`config.mk`:
```
export PLATFORM = sky130hd
export DESIGN_NAME = carrier_tracking_pll_demod
export DESIGN_NICKNAME = d
export VERILOG_FILES = /design/src/sv/ctpd_pkg.sv /design/src/sv/carrier_tracking_pll_demod.sv /design/src/sv/ctpd_ctrl.sv /design/src/sv/ctpd_datapath.sv
export SDC_FILE = /design/constraint.sdc
export NUM_CORES = 2
export LEC_CHECK = 0
export ABC_AREA = 1
export BUFFER_PORTS_ARGS = -buffer_cell sky130_fd_sc_hd__buf_2
export CAP_MARGIN = 20
export CORE_UTILIZATION = 45
export CTS_CLUSTER_DIAMETER = 30
export DETAILED_ROUTE_END_ITERATION = 10
export SLEW_MARGIN = 40
export SYNTH_ARGS = -nofsm -noshare
export SYNTH_HDL_FRONTEND = slang
export SYNTH_SLANG_ARGS = --single-unit
```
`constraint.sdc`:
```
create_clock -name clk -period 7.95 [get_ports clk]
set_input_delay 1.59 -clock clk [delete_from_list [all_inputs] [get_ports clk]]
set_output_delay 1.59 -clock clk [all_outputs]
set_load 0.05 [all_outputs]
```
`src/sv/ctpd_pkg.sv`:
```
// ----------------------------------------------------------------------------
// ctpd_pkg: shared definitions for the carrier tracking loop
// Holds the default sizes, register reset values, the CORDIC arctangent table,
// the controller state encoding and the command word sent to the datapath.
// ----------------------------------------------------------------------------
package ctpd_pkg;

	localparam int SAMPLE_WIDTH_DEF = 16;
	localparam int PHASE_WIDTH_DEF  = 16;

	// CORDIC iteration count and the width of its step index.
	localparam int CORDIC_STEPS = 16;
	localparam int STEP_W       = 4;

	// 0.60725293 in Q1.30, the start value of the oscillator CORDIC.
	localparam logic [31:0] CORDIC_GAIN_Q30 = 32'd652032874;

	// Configuration register map.
	localparam int CFG_INDEX_W = 2;
	localparam logic [CFG_INDEX_W-1:0] CFG_PHASE_GAIN     = 2'd0;
	localparam logic [CFG_INDEX_W-1:0] CFG_FREQUENCY_GAIN = 2'd1;
	localparam logic [CFG_INDEX_W-1:0] CFG_FREQUENCY_LIM  = 2'd2;

	localparam logic [15:0] PHASE_GAIN_RST     = 16'd6554;
	localparam logic [15:0] FREQUENCY_GAIN_RST = 16'd328;
	localparam logic [14:0] FREQUENCY_LIM_RST  = 15'd1043;

	typedef enum logic [3:0] {
		S_IDLE,
		S_CORDIC,
		S_FINISH,
		S_MUL1,
		S_MUL2,
		S_MUL3,
		S_MUL4,
		S_MUL5,
		S_OUT
	} state_t;

	typedef enum logic [3:0] {
		OP_NONE,
		OP_LOAD,
		OP_CORDIC,
		OP_FINISH,
		OP_MUL1,
		OP_MUL2,
		OP_MUL3,
		OP_MUL4,
		OP_MUL5,
		OP_OUT
	} dp_op_t;

	typedef struct packed {
		dp_op_t            op;
		logic [STEP_W-1:0] step;
	} dp_cmd_t;

	// Arctangent of 2^-k as a fraction of a turn, 2^32 = one turn.
	function automatic logic [31:0] atan_turn32(input logic [STEP_W-1:0] k);
		logic [31:0] v;
		unique case (k)
			4'd0:  v = 32'd536870912;
			4'd1:  v = 32'd316933406;
			4'd2:  v = 32'd167458907;
			4'd3:  v = 32'd85004756;
			4'd4:  v = 32'd42667331;
			4'd5:  v = 32'd21354465;
			4'd6:  v = 32'd10680350;
			4'd7:  v = 32'd5340245;
			4'd8:  v = 32'd2670163;
			4'd9:  v = 32'd1335087;
			4'd10: v = 32'd667544;
			4'd11: v = 32'd333772;
			4'd12: v = 32'd166886;
			4'd13: v = 32'd83443;
			4'd14: v = 32'd41722;
			4'd15: v = 32'd20861;
		endcase
		return v;
	endfunction

endpackage

```
`src/sv/carrier_tracking_pll_demod.sv`:
```
// ----------------------------------------------------------------------------
// carrier_tracking_pll_demod: second-order carrier tracking loop
// Mixes each complex sample with a local oscillator, emits the quadrature
// product and steers the oscillator from an arctangent phase detector.
// ----------------------------------------------------------------------------
// One input transfer carries a complex sample and yields exactly one result
// transfer, demod_value = round((q*cos - i*sin) / 2^15) saturated to
// SAMPLE_WIDTH+1 bits, where cos and sin come from the oscillator phase held
// before the sample. The block takes one sample at a time and holds off the
// next input transfer until its steps are done: accepting it, 16 iterations
// of the two CORDIC units (oscillator sine/cosine and sample arctangent,
// stepped together), rounding the CORDIC outputs and forming the phase
// error, five steps of the single shared multiplier (q*cos, i*sin,
// error*frequency_gain, error*phase_gain with the phase update last) and
// moving the result into the output register. The output register lets
// the next sample enter while a result still waits downstream; if it has
// not left when the next result is ready, the block holds. Phase is a
// PHASE_WIDTH-bit fraction of a full turn and wraps; the frequency
// integrator is clipped to frequency_limit. The configuration port is always
// ready; write it only while the block is idle.
// ----------------------------------------------------------------------------
module carrier_tracking_pll_demod #(
	parameter int SAMPLE_WIDTH = ctpd_pkg::SAMPLE_WIDTH_DEF,
	parameter int PHASE_WIDTH  = ctpd_pkg::PHASE_WIDTH_DEF
) (
	input  logic                             clk,
	input  logic                             arst_n,
	// Sample channel.
	input  logic                             in_valid,
	output logic                             in_stall,
	input  logic signed [SAMPLE_WIDTH-1:0]   sample_i,
	input  logic signed [SAMPLE_WIDTH-1:0]   sample_q,
	// Result channel.
	output logic                             out_valid,
	input  logic                             out_stall,
	output logic signed [SAMPLE_WIDTH:0]     demod_value,
	// Configuration write channel.
	input  logic                             cfg_valid,
	output logic                             cfg_ready,
	input  logic [ctpd_pkg::CFG_INDEX_W-1:0] cfg_index,
	input  logic [15:0]                      cfg_data
);

	ctpd_pkg::dp_cmd_t cmd;

	// The configuration registers accept every write, so the port never holds off.
	assign cfg_ready = 1'b1;

	// The controller sequences one sample at a time and owns both handshakes.
	ctpd_ctrl u_ctrl (
		.clk       (clk),
		.arst_n    (arst_n),
		.in_valid  (in_valid),
		.in_stall  (in_stall),
		.out_valid (out_valid),
		.out_stall (out_stall),
		.cmd       (cmd)
	);

	// The datapath holds the oscillator state, the gains and all arithmetic.
	ctpd_datapath #(
		.SAMPLE_WIDTH (SAMPLE_WIDTH),
		.PHASE_WIDTH  (PHASE_WIDTH)
	) u_dp (
		.clk         (clk),
		.arst_n      (arst_n),
		.cmd         (cmd),
		.sample_i    (sample_i),
		.sample_q    (sample_q),
		.cfg_we      (cfg_valid & cfg_ready),
		.cfg_index   (cfg_index),
		.cfg_data    (cfg_data),
		.demod_value (demod_value)
	);

endmodule

```
`src/sv/ctpd_ctrl.sv`:
```
// ----------------------------------------------------------------------------
// ctpd_ctrl: sequencer of the carrier tracking loop
// Steps one sample through the CORDIC iterations and the multiply steps and
// owns both handshakes.
// ----------------------------------------------------------------------------
module ctpd_ctrl (
	input  logic              clk,
	input  logic              arst_n,
	input  logic              in_valid,
	output logic              in_stall,
	output logic              out_valid,
	input  logic              out_stall,
	output ctpd_pkg::dp_cmd_t cmd
);

	localparam logic [ctpd_pkg::STEP_W-1:0] LAST_STEP =
		ctpd_pkg::STEP_W'(ctpd_pkg::CORDIC_STEPS - 1);

	ctpd_pkg::state_t state_q, state_nxt;
	logic [ctpd_pkg::STEP_W-1:0] step_q;
	logic out_valid_q;

	always_ff @(posedge clk or negedge arst_n) begin
		if (!arst_n) begin
			state_q     <= ctpd_pkg::S_IDLE;
			step_q      <= '0;
			out_valid_q <= 1'b0;
		end else begin
			state_q <= state_nxt;
			if (state_q == ctpd_pkg::S_CORDIC) begin
				step_q <= step_q + 1'b1;
			end else begin
				step_q <= '0;
			end
			if (cmd.op == ctpd_pkg::OP_OUT) begin
				out_valid_q <= 1'b1;
			end else if (!out_stall) begin
				out_valid_q <= 1'b0;
			end
		end
	end

	always_comb begin
		state_nxt = state_q;
		cmd.op    = ctpd_pkg::OP_NONE;
		cmd.step  = step_q;
		unique case (state_q)
			ctpd_pkg::S_IDLE: begin
				if (in_valid) begin
					cmd.op    = ctpd_pkg::OP_LOAD;
					state_nxt = ctpd_pkg::S_CORDIC;
				end
			end
			ctpd_pkg::S_CORDIC: begin
				cmd.op = ctpd_pkg::OP_CORDIC;
				if (step_q == LAST_STEP) begin
					state_nxt = ctpd_pkg::S_FINISH;
				end
			end
			ctpd_pkg::S_FINISH: begin
				cmd.op    = ctpd_pkg::OP_FINISH;
				state_nxt = ctpd_pkg::S_MUL1;
			end
			ctpd_pkg::S_MUL1: begin
				cmd.op    = ctpd_pkg::OP_MUL1;
				state_nxt = ctpd_pkg::S_MUL2;
			end
			ctpd_pkg::S_MUL2: begin
				cmd.op    = ctpd_pkg::OP_MUL2;
				state_nxt = ctpd_pkg::S_MUL3;
			end
			ctpd_pkg::S_MUL3: begin
				cmd.op    = ctpd_pkg::OP_MUL3;
				state_nxt = ctpd_pkg::S_MUL4;
			end
			ctpd_pkg::S_MUL4: begin
				cmd.op    = ctpd_pkg::OP_MUL4;
				state_nxt = ctpd_pkg::S_MUL5;
			end
			ctpd_pkg::S_MUL5: begin
				cmd.op    = ctpd_pkg::OP_MUL5;
				state_nxt = ctpd_pkg::S_OUT;
			end
			ctpd_pkg::S_OUT: begin
				// The output register is free, or its result leaves this cycle.
				if (!out_valid_q || !out_stall) begin
					cmd.op    = ctpd_pkg::OP_OUT;
					state_nxt = ctpd_pkg::S_IDLE;
				end
			end
			default: begin
				state_nxt = ctpd_pkg::S_IDLE;
			end
		endcase
	end

	assign in_stall  = (state_q != ctpd_pkg::S_IDLE);
	assign out_valid = out_valid_q;

endmodule

```
`src/sv/ctpd_datapath.sv`:
```
// ----------------------------------------------------------------------------
// ctpd_datapath: arithmetic of the carrier tracking loop
// Two CORDIC units (oscillator sine/cosine and sample arctangent), one shared
// multiplier, the loop state and the configuration registers.
// ----------------------------------------------------------------------------
module ctpd_datapath #(
	parameter int SAMPLE_WIDTH = ctpd_pkg::SAMPLE_WIDTH_DEF,
	parameter int PHASE_WIDTH  = ctpd_pkg::PHASE_WIDTH_DEF
) (
	input  logic                                clk,
	input  logic                                arst_n,
	input  ctpd_pkg::dp_cmd_t                   cmd,
	input  logic signed [SAMPLE_WIDTH-1:0]      sample_i,
	input  logic signed [SAMPLE_WIDTH-1:0]      sample_q,
	input  logic                                cfg_we,
	input  logic [ctpd_pkg::CFG_INDEX_W-1:0]    cfg_index,
	input  logic [15:0]                         cfg_data,
	output logic signed [SAMPLE_WIDTH:0]        demod_value
);

	localparam int SW    = SAMPLE_WIDTH;
	localparam int PW    = PHASE_WIDTH;
	localparam int OW    = SW + 1;
	localparam int CW    = 34;
	localparam int SCL   = 31 - SW;
	localparam int SH    = 32 - PW;
	localparam int MA    = (SW > PW) ? SW : PW;
	localparam int MB    = 18;
	localparam int PRODW = MA + MB;
	localparam int ACCW  = PRODW + 1;
	localparam int GW    = PRODW + 1;

	localparam logic [31:0] ANG_HALF = (32'd1 << SH) >> 1;
	localparam logic signed [CW-1:0] C_RND = CW'(16384);
	localparam logic signed [ACCW-1:0] D_RND = ACCW'(16384);
	localparam logic signed [ACCW-1:0] D_MAX = ACCW'((64'sd1 <<< SW) - 64'sd1);
	localparam logic signed [ACCW-1:0] D_MIN = ~D_MAX;
	localparam logic signed [GW-1:0] G_RND = GW'(32768);
	localparam logic signed [GW-1:0] LIM_MAX = GW'((64'sd1 <<< (PW - 1)) - 64'sd1);

	// Configuration.
	logic [15:0] phase_gain_q;
	logic [15:0] frequency_gain_q;
	logic [14:0] frequency_limit_q;

	// Loop state.
	logic [PW-1:0]        phase_q;
	logic signed [PW-1:0] freq_q;

	// Sample and CORDIC registers.
	logic signed [SW-1:0] i_q, q_q;
	logic                 zero_q, flip_q;
	logic signed [CW-1:0] rx_q, ry_q, rz_q;
	logic signed [CW-1:0] vx_q, vy_q;
	logic [31:0]          vz_q;

	// Multiply stage registers.
	logic signed [MB-1:0]    c_q, s_q;
	logic signed [PW-1:0]    err_q;
	logic signed [PRODW-1:0] prod_q, acc_q;
	logic signed [OW-1:0]    dem_q, out_q;

	// Combinational terms.
	logic [31:0]          rot_a, rot_a_q1;
	logic                 rot_flip;
	logic signed [CW-1:0] ix, iy;
	logic signed [CW-1:0] r_dx, r_dy, v_dx, v_dy, atan_w;
	logic signed [CW-1:0] xs, ys, cs, ss;
	logic [31:0]          vz_rnd;
	logic [PW-1:0]        ang;
	logic signed [MA-1:0] mul_a;
	logic signed [MB-1:0] mul_b;
	logic signed [PRODW-1:0] mul_p;
	logic signed [ACCW-1:0]  dsum, dsh, dsat;
	logic signed [GW-1:0]    adj, fsum, lim, flim, fclip;

	always_comb begin
		rot_a    = 32'(phase_q) << SH;
		rot_a_q1 = rot_a + 32'h4000_0000;
		rot_flip = rot_a_q1[31];
		ix       = CW'(sample_i) <<< SCL;
		iy       = CW'(sample_q) <<< SCL;
		atan_w   = CW'(ctpd_pkg::atan_turn32(cmd.step));
		r_dx     = ry_q >>> cmd.step;
		r_dy     = rx_q >>> cmd.step;
		v_dx     = vy_q >>> cmd.step;
		v_dy     = vx_q >>> cmd.step;
		xs       = flip_q ? -rx_q : rx_q;
		ys       = flip_q ? -ry_q : ry_q;
		cs       = (xs + C_RND) >>> 15;
		ss       = (ys + C_RND) >>> 15;
		vz_rnd   = vz_q + ANG_HALF;
		ang      = zero_q ? '0 : vz_rnd[31:SH];
	end

	// Shared multiplier operand selection.
	always_comb begin
		mul_a = '0;
		mul_b = '0;
		unique case (cmd.op)
			ctpd_pkg::OP_MUL1: begin
				mul_a = MA'(q_q);
				mul_b = c_q;
			end
			ctpd_pkg::OP_MUL2: begin
				mul_a = MA'(i_q);
				mul_b = s_q;
			end
			ctpd_pkg::OP_MUL3: begin
				mul_a = MA'(err_q);
				mul_b = $signed({2'b00, frequency_gain_q});
			end
			ctpd_pkg::OP_MUL4: begin
				mul_a = MA'(err_q);
				mul_b = $signed({2'b00, phase_gain_q});
			end
			default: begin
				mul_a = '0;
				mul_b = '0;
			end
		endcase
		mul_p = mul_a * mul_b;
	end

	// Demodulated value and loop filter terms.
	always_comb begin
		dsum = ACCW'(acc_q) - ACCW'(prod_q) + D_RND;
		dsh  = dsum >>> 15;
		if (dsh > D_MAX) begin
			dsat = D_MAX;
		end else if (dsh < D_MIN) begin
			dsat = D_MIN;
		end else begin
			dsat = dsh;
		end
		adj  = (GW'(prod_q) + G_RND) >>> 16;
		fsum = GW'(freq_q) + adj;
		lim  = GW'($signed({1'b0, frequency_limit_q}));
		flim = (lim > LIM_MAX) ? LIM_MAX : lim;
		if (fsum > flim) begin
			fclip = flim;
		end else if (fsum < -flim) begin
			fclip = -flim;
		end else begin
			fclip = fsum;
		end
	end

	always_ff @(posedge clk or negedge arst_n) begin
		if (!arst_n) begin
			phase_gain_q      <= ctpd_pkg::PHASE_GAIN_RST;
			frequency_gain_q  <= ctpd_pkg::FREQUENCY_GAIN_RST;
			frequency_limit_q <= ctpd_pkg::FREQUENCY_LIM_RST;
			phase_q           <= '0;
			freq_q            <= '0;
		end else begin
			if (cfg_we) begin
				unique case (cfg_index)
					ctpd_pkg::CFG_PHASE_GAIN:     phase_gain_q      <= cfg_data;
					ctpd_pkg::CFG_FREQUENCY_GAIN: frequency_gain_q  <= cfg_data;
					ctpd_pkg::CFG_FREQUENCY_LIM:  frequency_limit_q <= cfg_data[14:0];
					default: ;
				endcase
			end
			if (cmd.op == ctpd_pkg::OP_MUL4) begin
				freq_q <= fclip[PW-1:0];
			end
			if (cmd.op == ctpd_pkg::OP_MUL5) begin
				phase_q <= phase_q + adj[PW-1:0] + freq_q;
			end
		end
	end

	always_ff @(posedge clk) begin
		unique case (cmd.op)
			ctpd_pkg::OP_LOAD: begin
				i_q    <= sample_i;
				q_q    <= sample_q;
				zero_q <= (sample_i == '0) && (sample_q == '0);
				// Oscillator angle folded into the right half plane.
				flip_q <= rot_flip;
				rx_q   <= CW'(ctpd_pkg::CORDIC_GAIN_Q30);
				ry_q   <= '0;
				rz_q   <= CW'($signed(rot_flip ? rot_a + 32'h8000_0000 : rot_a));
				// Sample mirrored into the right half plane for vectoring.
				if (ix < 0) begin
					vx_q <= -ix;
					vy_q <= -iy;
					vz_q <= 32'h8000_0000;
				end else begin
					vx_q <= ix;
					vy_q <= iy;
					vz_q <= '0;
				end
			end
			ctpd_pkg::OP_CORDIC: begin
				if (rz_q >= 0) begin
					rx_q <= rx_q - r_dx;
					ry_q <= ry_q + r_dy;
					rz_q <= rz_q - atan_w;
				end else begin
					rx_q <= rx_q + r_dx;
					ry_q <= ry_q - r_dy;
					rz_q <= rz_q + atan_w;
				end
				if (vy_q > 0) begin
					vx_q <= vx_q + v_dx;
					vy_q <= vy_q - v_dy;
					vz_q <= vz_q + atan_w[31:0];
				end else begin
					vx_q <= vx_q - v_dx;
					vy_q <= vy_q + v_dy;
					vz_q <= vz_q - atan_w[31:0];
				end
			end
			ctpd_pkg::OP_FINISH: begin
				c_q   <= cs[MB-1:0];
				s_q   <= ss[MB-1:0];
				err_q <= $signed(ang - phase_q);
			end
			ctpd_pkg::OP_MUL1: begin
				prod_q <= mul_p;
			end
			ctpd_pkg::OP_MUL2: begin
				acc_q  <= prod_q;
				prod_q <= mul_p;
			end
			ctpd_pkg::OP_MUL3: begin
				dem_q  <= dsat[OW-1:0];
				prod_q <= mul_p;
			end
			ctpd_pkg::OP_MUL4: begin
				prod_q <= mul_p;
			end
			ctpd_pkg::OP_OUT: begin
				out_q <= dem_q;
			end
			default: ;
		endcase
	end

	assign demod_value = out_q;

endmodule

```
Word level (Yosys, flattened, before mapping)

Memory sizes are Yosys's and may differ from the RTL's.
Index checks and enable logic that the tools add are counted.

Multiply operators: 1
Shifts and indexed selects: 4
Reductions and logical operators: 16
Add/sub/neg operators: 30
Equal/unequal tests: 24
Bitwise logic cells: 0
Divide/modulo/power cells: 0
Multiplexer cells: 34
Order comparisons: 7

Operator list:

| operator                 | number |
|---|---|
| $pmux W34 S2             | 5 |
| $mux W34                 | 7 |
| $add A34 B34 Y34         | 4 |
| $sshr A34 B4 Y34         | 4 |
| $sub A34 B34 Y34         | 4 |
| $mux W32                 | 3 |
| $pmux W18 S4             | 1 |
| $pmux W4 S9              | 2 |
| $neg A31 Y34             | 2 |
| $add A33 B16 Y33 const B | 2 |
| $mux W33                 | 2 |
| $neg A33 Y33             | 2 |
| $pmux W32 S2             | 1 |
| $mux W16                 | 3 |
| $pmux W16 S3             | 1 |
| $add A34 B17 Y35 const B | 1 |
| $add A35 B16 Y35 const B | 1 |
| $lt A20 B35 Y1           | 1 |
| $neg A15 Y35             | 1 |
| $sub A34 B34 Y35         | 1 |
| $add A34 B33 Y34         | 1 |
| $ge A34 B1 Y1 const B    | 1 |
| $gt A34 B1 Y1 const B    | 1 |
| $mul A16 B18 Y34         | 1 |
| 37 further kinds         | 64 |

Bits in read-only memories: 480
Memories kept: 1
Bits in writable memories: 0
Bits in latches: 0
Flip-flop bits (word level): 478
Input bits: 55

Memory list:

| memory           | depth | width | read ports | clocked after Yosys merged registers in | wr ports | RTL line       | source |
|---|---|---|---|---|---|---|---|
| (name not given) | 16    | 30    | 1          | 0                                       | 0        | ctpd_pkg.sv:61 | `unique case (k)` |

Depth between registers and ports, before layout

Word-level depth: 8
Gate-level depth with buffers: 40

By module

A second synthesis with hierarchy kept.

Cells, all modules: 8586
Area, all modules: 59863.7 µm²

By module, submodules not included:

| module                     | times used | cells each | seq. area each (µm²) | area each (µm²) |
|---|---|---|---|---|
| ctpd_datapath              | 1          | 8526       | 13705.6              | 59376.9 |
| ctpd_ctrl                  | 1          | 58         | 225.2                | 475.5 |
| carrier_tracking_pll_demod | 1          | 2          | 0.0                  | 11.3 |

Least setup slack after synthesis

Ideal clock, no wire load.

Kind: input to register
Start point: input port out_stall
End point: register u_dp.prod_q[30], data pin
Arrival: 9612 ps
Path slack: -1914 ps
Stages on the path: 35
Library setup time: 252 ps
Required time: 7698 ps
Cells stage by stage: nand2_1 -> inv_1 -> nor4_1 -> inv_1 -> nand2_1 -> nand2_2 -> inv_2 -> buf_4 -> a22o_1 -> nor2_1 -> inv_1 -> buf_2 -> nand2_1 -> fa_1 -> inv_1 -> fa_1 -> inv_1 -> fa_1 -> inv_1 -> fa_1 -> fa_1 -> inv_1 -> fa_1 -> inv_1 -> ha_1 -> nand2_1 -> nor2_1 -> nand2_1 -> o21ai_0 -> a21o_1 -> a21boi_0 -> o21ai_0 -> nand2_1 -> nand3_1 -> nand2_1

Word-level cells in the longest chain between the ends: 8
Elaborated cells on any way between the ends: 12
Those cells by class: mul (1); eq/ne (4); mux (4); reduce/logical (3)

RTL lines:

| element                    | RTL line                         | source |
|---|---|---|
| start: declaration         | carrier_tracking_pll_demod.sv:35 | `input logic out_stall,` |
| $logic_not A1 Y1 (*)       | --                               |  |
| $logic_or A1 B1 Y1 (*)     | ctpd_ctrl.sv:86                  | `if (!out_valid_q \|\| !out_stall) begin` |
| $mux W4 (*)                | ctpd_ctrl.sv:86                  |  |
| $pmux W4 S9 (*)            | ctpd_ctrl.sv:47                  | `unique case (state_q)` |
| $eq A4 B3 Y1               | ctpd_datapath.sv:100             | `unique case (cmd.op)` |
| $reduce_or A2 Y1 (no line) | --                               |  |
| $pmux W16 S3               | ctpd_datapath.sv:100             |  |
| $mul A16 B18 Y34 (*)       | ctpd_datapath.sv:122             | `mul_p = mul_a * mul_b;` |
| net u_dp.mul_p[30]         | ctpd_datapath.sv:73              | `logic signed [PRODW-1:0] mul_p;` |
| end signal: assignment     | ctpd_datapath.sv:222             | `prod_q <= mul_p;` |
| end signal: assignment     | ctpd_datapath.sv:226             | `prod_q <= mul_p;` |
| end signal: assignment     | ctpd_datapath.sv:230             | `prod_q <= mul_p;` |
| end: declaration           | ctpd_datapath.sv:60              | `logic signed [PRODW-1:0] prod_q, acc_q;` |

The timed path passes the listed nets; every way through them passes the cells marked *.
A chain may end at the register's enable or synchronous reset.

Worst setup path after layout

Start point: input port in_valid
End point: register u_dp.prod_q[26], data pin

Word-level cells in the longest chain between the ends: 6
Elaborated cells on any way between the ends: 10
Those cells by class: mul (1); eq/ne (4); mux (4); reduce/logical (1)

RTL lines:

| element                    | RTL line                         | source |
|---|---|---|
| start: declaration         | carrier_tracking_pll_demod.sv:29 | `input logic in_valid,` |
| $mux W1 (*)                | ctpd_ctrl.sv:49                  | `if (in_valid) begin` |
| $pmux W4 S9 (*)            | ctpd_ctrl.sv:47                  |  |
| $eq A4 B3 Y1               | ctpd_datapath.sv:100             |  |
| $reduce_or A2 Y1 (no line) | --                               |  |
| $pmux W16 S3               | ctpd_datapath.sv:100             |  |
| $mul A16 B18 Y34 (*)       | ctpd_datapath.sv:122             |  |
| net u_dp.mul_p[26]         | ctpd_datapath.sv:73              |  |

Marks and branches as above.

==> impl_metrics.env <==
export IMPL_synth_top_area_share=0.194
export IMPL_hold_viol_final=0
export IMPL_yosysUniqueCellTypes=64
export IMPL_finalSetupViolations=0
export IMPL_detail_route_antenna_nets=0
export IMPL_clock_path_buffers=3
export IMPL_layout_drive_gt1_share=0.0877
export IMPL_regToRegSetupSlack_ns=0.53
export IMPL_die_h_microns=368
export IMPL_multi_input_area_sq_um=40600
export IMPL_core_area_sq_um=132000
export IMPL_grt_ovfl_total=0
export IMPL_fp_dieW_microns=368
export IMPL_finalClockSkew_ns=0.0601
export IMPL_finalCoreUtilization=0.522
export IMPL_slowest_delay_ns=0.53
export IMPL_placed_area_sq_um=64000
export IMPL_num_rows=133
export IMPL_portBuffers=73
export IMPL_viasPerCell=5.47
export IMPL_rr_endpoint="u_dp.prod_q[32]"
export IMPL_area_growth_pct=14.4
export IMPL_synthArstFlopShare=0.184
export IMPL_pre_cts_slack_ns=-0.540
export IMPL_ff_latch_area_sq_um=13900
export IMPL_cts_hold_buf=0
export IMPL_numCtsBuffers=146
export IMPL_dieArea_sq_um=135000
export IMPL_clk_latency_ns=0.77
export IMPL_drcViolationCount=0
export IMPL_fin_ws_ns=0.467
export IMPL_yosys_top_cells_area="edfxtp_1 19%, nand2_1 14%, fa_1 10%, ha_1 9.5%, inv_1 7.8%"
export IMPL_pin_count=75
export IMPL_critPathSlowestCell="fa_1"
export IMPL_synthFlopType="edfxtp_1"
export IMPL_syn_avg_cell_area_sq_um=6.95
export IMPL_cpMostUsedCell="inv_1"
export IMPL_first_pass_iters=6
export IMPL_drt_iter0_drc=5903
export IMPL_final_max_slew_viol_count=0
export IMPL_placed_cells=10500
export IMPL_max_freq_mhz=134
export IMPL_num_fill_cells=13200
export IMPL_synth_nets=9504
export IMPL_grt_max_degree=93
export IMPL_initial_utilization=0.456
export IMPL_crit_required_ns=8.43
export IMPL_clock_sinks=478
export IMPL_hold_path_class="register to register"
export IMPL_cts_tree="done"
export IMPL_synth_top_cell_by_area="edfxtp_1"
export IMPL_grt_pass1_vias=55600
export IMPL_period_needed_ns=7.48
export IMPL_synth_edff_count=390
export IMPL_drv_cap=0
export IMPL_relSlewSlack=0.434
export IMPL_grt_pass1_wl_microns=313000
export IMPL_dp_hpwl_microns=161000
export IMPL_worst_pin_slew_ns=0.848
export IMPL_htreeDepth=4
export IMPL_synth_common_cells="2314 x nand2_1, 1258 x inv_1, 745 x nand3_1"
export IMPL_final_cell_count_no_fill=10800
export IMPL_critPathKind="input port to register"
export IMPL_clock_root_buffer="clkbuf_16"
export IMPL_whs_endpoint="u_dp.demod_value[0]"
export IMPL_status="completed"
export IMPL_finalInstanceArea_sq_um=68900
export IMPL_postSynthCellCount=8675
export IMPL_synth_seq_cells=478
export IMPL_grt_util_all_layers=0.293
export IMPL_routedWlPerCell_microns=18.7
export IMPL_ys_seq_area_frac=0.231
export IMPL_cp_data_arrival_time_ns=7.97
export IMPL_worstHoldStart="u_dp.dem_q[0]"
export IMPL_place_gp_congestion=0.974
export IMPL_crit_path_start_kind="input port"
export IMPL_hold_depth=0
export IMPL_crit_path_end_kind="register"
export IMPL_clk_pin_slew_ns=0.05
export IMPL_syn_area_sq_um=60300
export IMPL_nets=9727
export IMPL_synth_most_common_cell="nand2_1"
export IMPL_dr_total_vias=59000
export IMPL_ys_warn_count=0
export IMPL_cp_max_fo=17
export IMPL_timing_rr_start="u_ctrl.state_q[1]"
export IMPL_rsz0062_at_grt="no"
export IMPL_antenna_found_initial=8
export IMPL_totalWireLength_microns=201000
export IMPL_post_route_period_util=0.941
export IMPL_r2r_cells=32
## layer usage
layer | global-route usage | vias up | part of all wire
met5 | 0 | - | 0
met4 | 0.0987 | 0 | 0.033
met3 | 0.0422 | 322 | 0.070
met2 | 0.460 | 2054 | 0.44
met1 | 0.411 | 27600 | 0.45
li1 | - | 29000 | -
## flip-flops by register name, summed over array words and instances (netlist names), 16 cells and up
name	flops
u_dp.vz_q	32
u_dp.dem_q	17
u_dp.ry_q	34
u_dp.c_q	18
u_dp.prod_q	34
u_dp.s_q	18
u_dp.i_q	16
u_dp.frequency_gain_q	16
u_dp.rx_q	34
u_dp.phase_q	16
u_dp.freq_q	16
u_dp.demod_value	17
u_dp.phase_gain_q	16
u_dp.acc_q	34
u_dp.err_q	16
u_dp.vx_q	34
u_dp.q_q	16
u_dp.rz_q	34
u_dp.vy_q	34
## stage by stage
step                      setup TNS (ns)  hold slack (ns)
after floorplan                   -0.141            0.400
after global placement             -5.29            0.403
after detailed placement           -6.95            0.405
after CTS                              0            0.414
after global routing                   0            0.418
final                                  0            0.414
## critical path, delay by kind of cell
kind | cells | cell delay (ns)
buf+inv | 12 | 1.25
simple gates | 6 | 0.60
fa+ha+maj | 7 | 2.90
xor+xnor | 1 | 0.16
compound gates | 7 | 1.45
## how the worst max path moves through the flow
stage	end	startpoint	depth (start not counted)
5_1_grt	u_dp.prod_q[26]	in_valid	33
3_5_place_dp	u_dp.prod_q[26]	in_valid	33
2_1_floorplan	u_dp.prod_q[30]	out_stall	32
4_1_cts	u_dp.prod_q[26]	in_valid	33
3_3_place_gp	u_dp.prod_q[30]	in_valid	35
6_report	u_dp.prod_q[26]	in_valid	33
## placed cells by master (no fill, tap or decap), types with 79 or more instances in the layout
master,n
a21oi_1,551
buf_4,243
clkbuf_16,150
edfxtp_1,390
fa_1,303
ha_1,452
inv_1,1249
nand2_1,2298
nand3_1,745
nand4_1,90
nor2_1,648
nor3_1,79
o21ai_0,508
o21ai_1,101
xnor2_1,111
xor2_1,209
## cell type report
| type | instances | share of cell area |
|---|---|---|
| Inverter | 1298 | 0.0710 |
| Tap cell | 1755 | 0.0318 |
| Clock buffer | 173 | 0.0561 |
| Multi-Input combinational cell | 6649 | 0.588 |
| Sequential cell | 478 | 0.202 |
| Antenna cell | 3 | 0.000109 |
| Clock inverter | 99 | 0.0159 |
| Timing Repair Buffer | 325 | 0.0344 |
## kinds of logic (layout without fill, tap and decap cells)
logic type,Yosys count,count (layout),share of synthesized area
compound gates,1490,1490,0.138
xor+xnor,321,321,0.0468
fa+ha+maj,774,774,0.200
buf+inv,1548,1895,0.101
flops,478,478,0.231
mux,3,3,0.000498
other cells,1,4,0.0000622
simple gates,4060,4060,0.282
## what timing repair did
| action | 4_1_cts | 5_1_grt |
|---|---|---|
| endpoints found under the setup margin | 0 | 21 |
| gates resized for setup | 0 | 6 |
| buffers inserted | 0 | 0 |
Power is not shown: default switching activity piles up to over one toggle a cycle in this logic, so the estimate is an artifact.
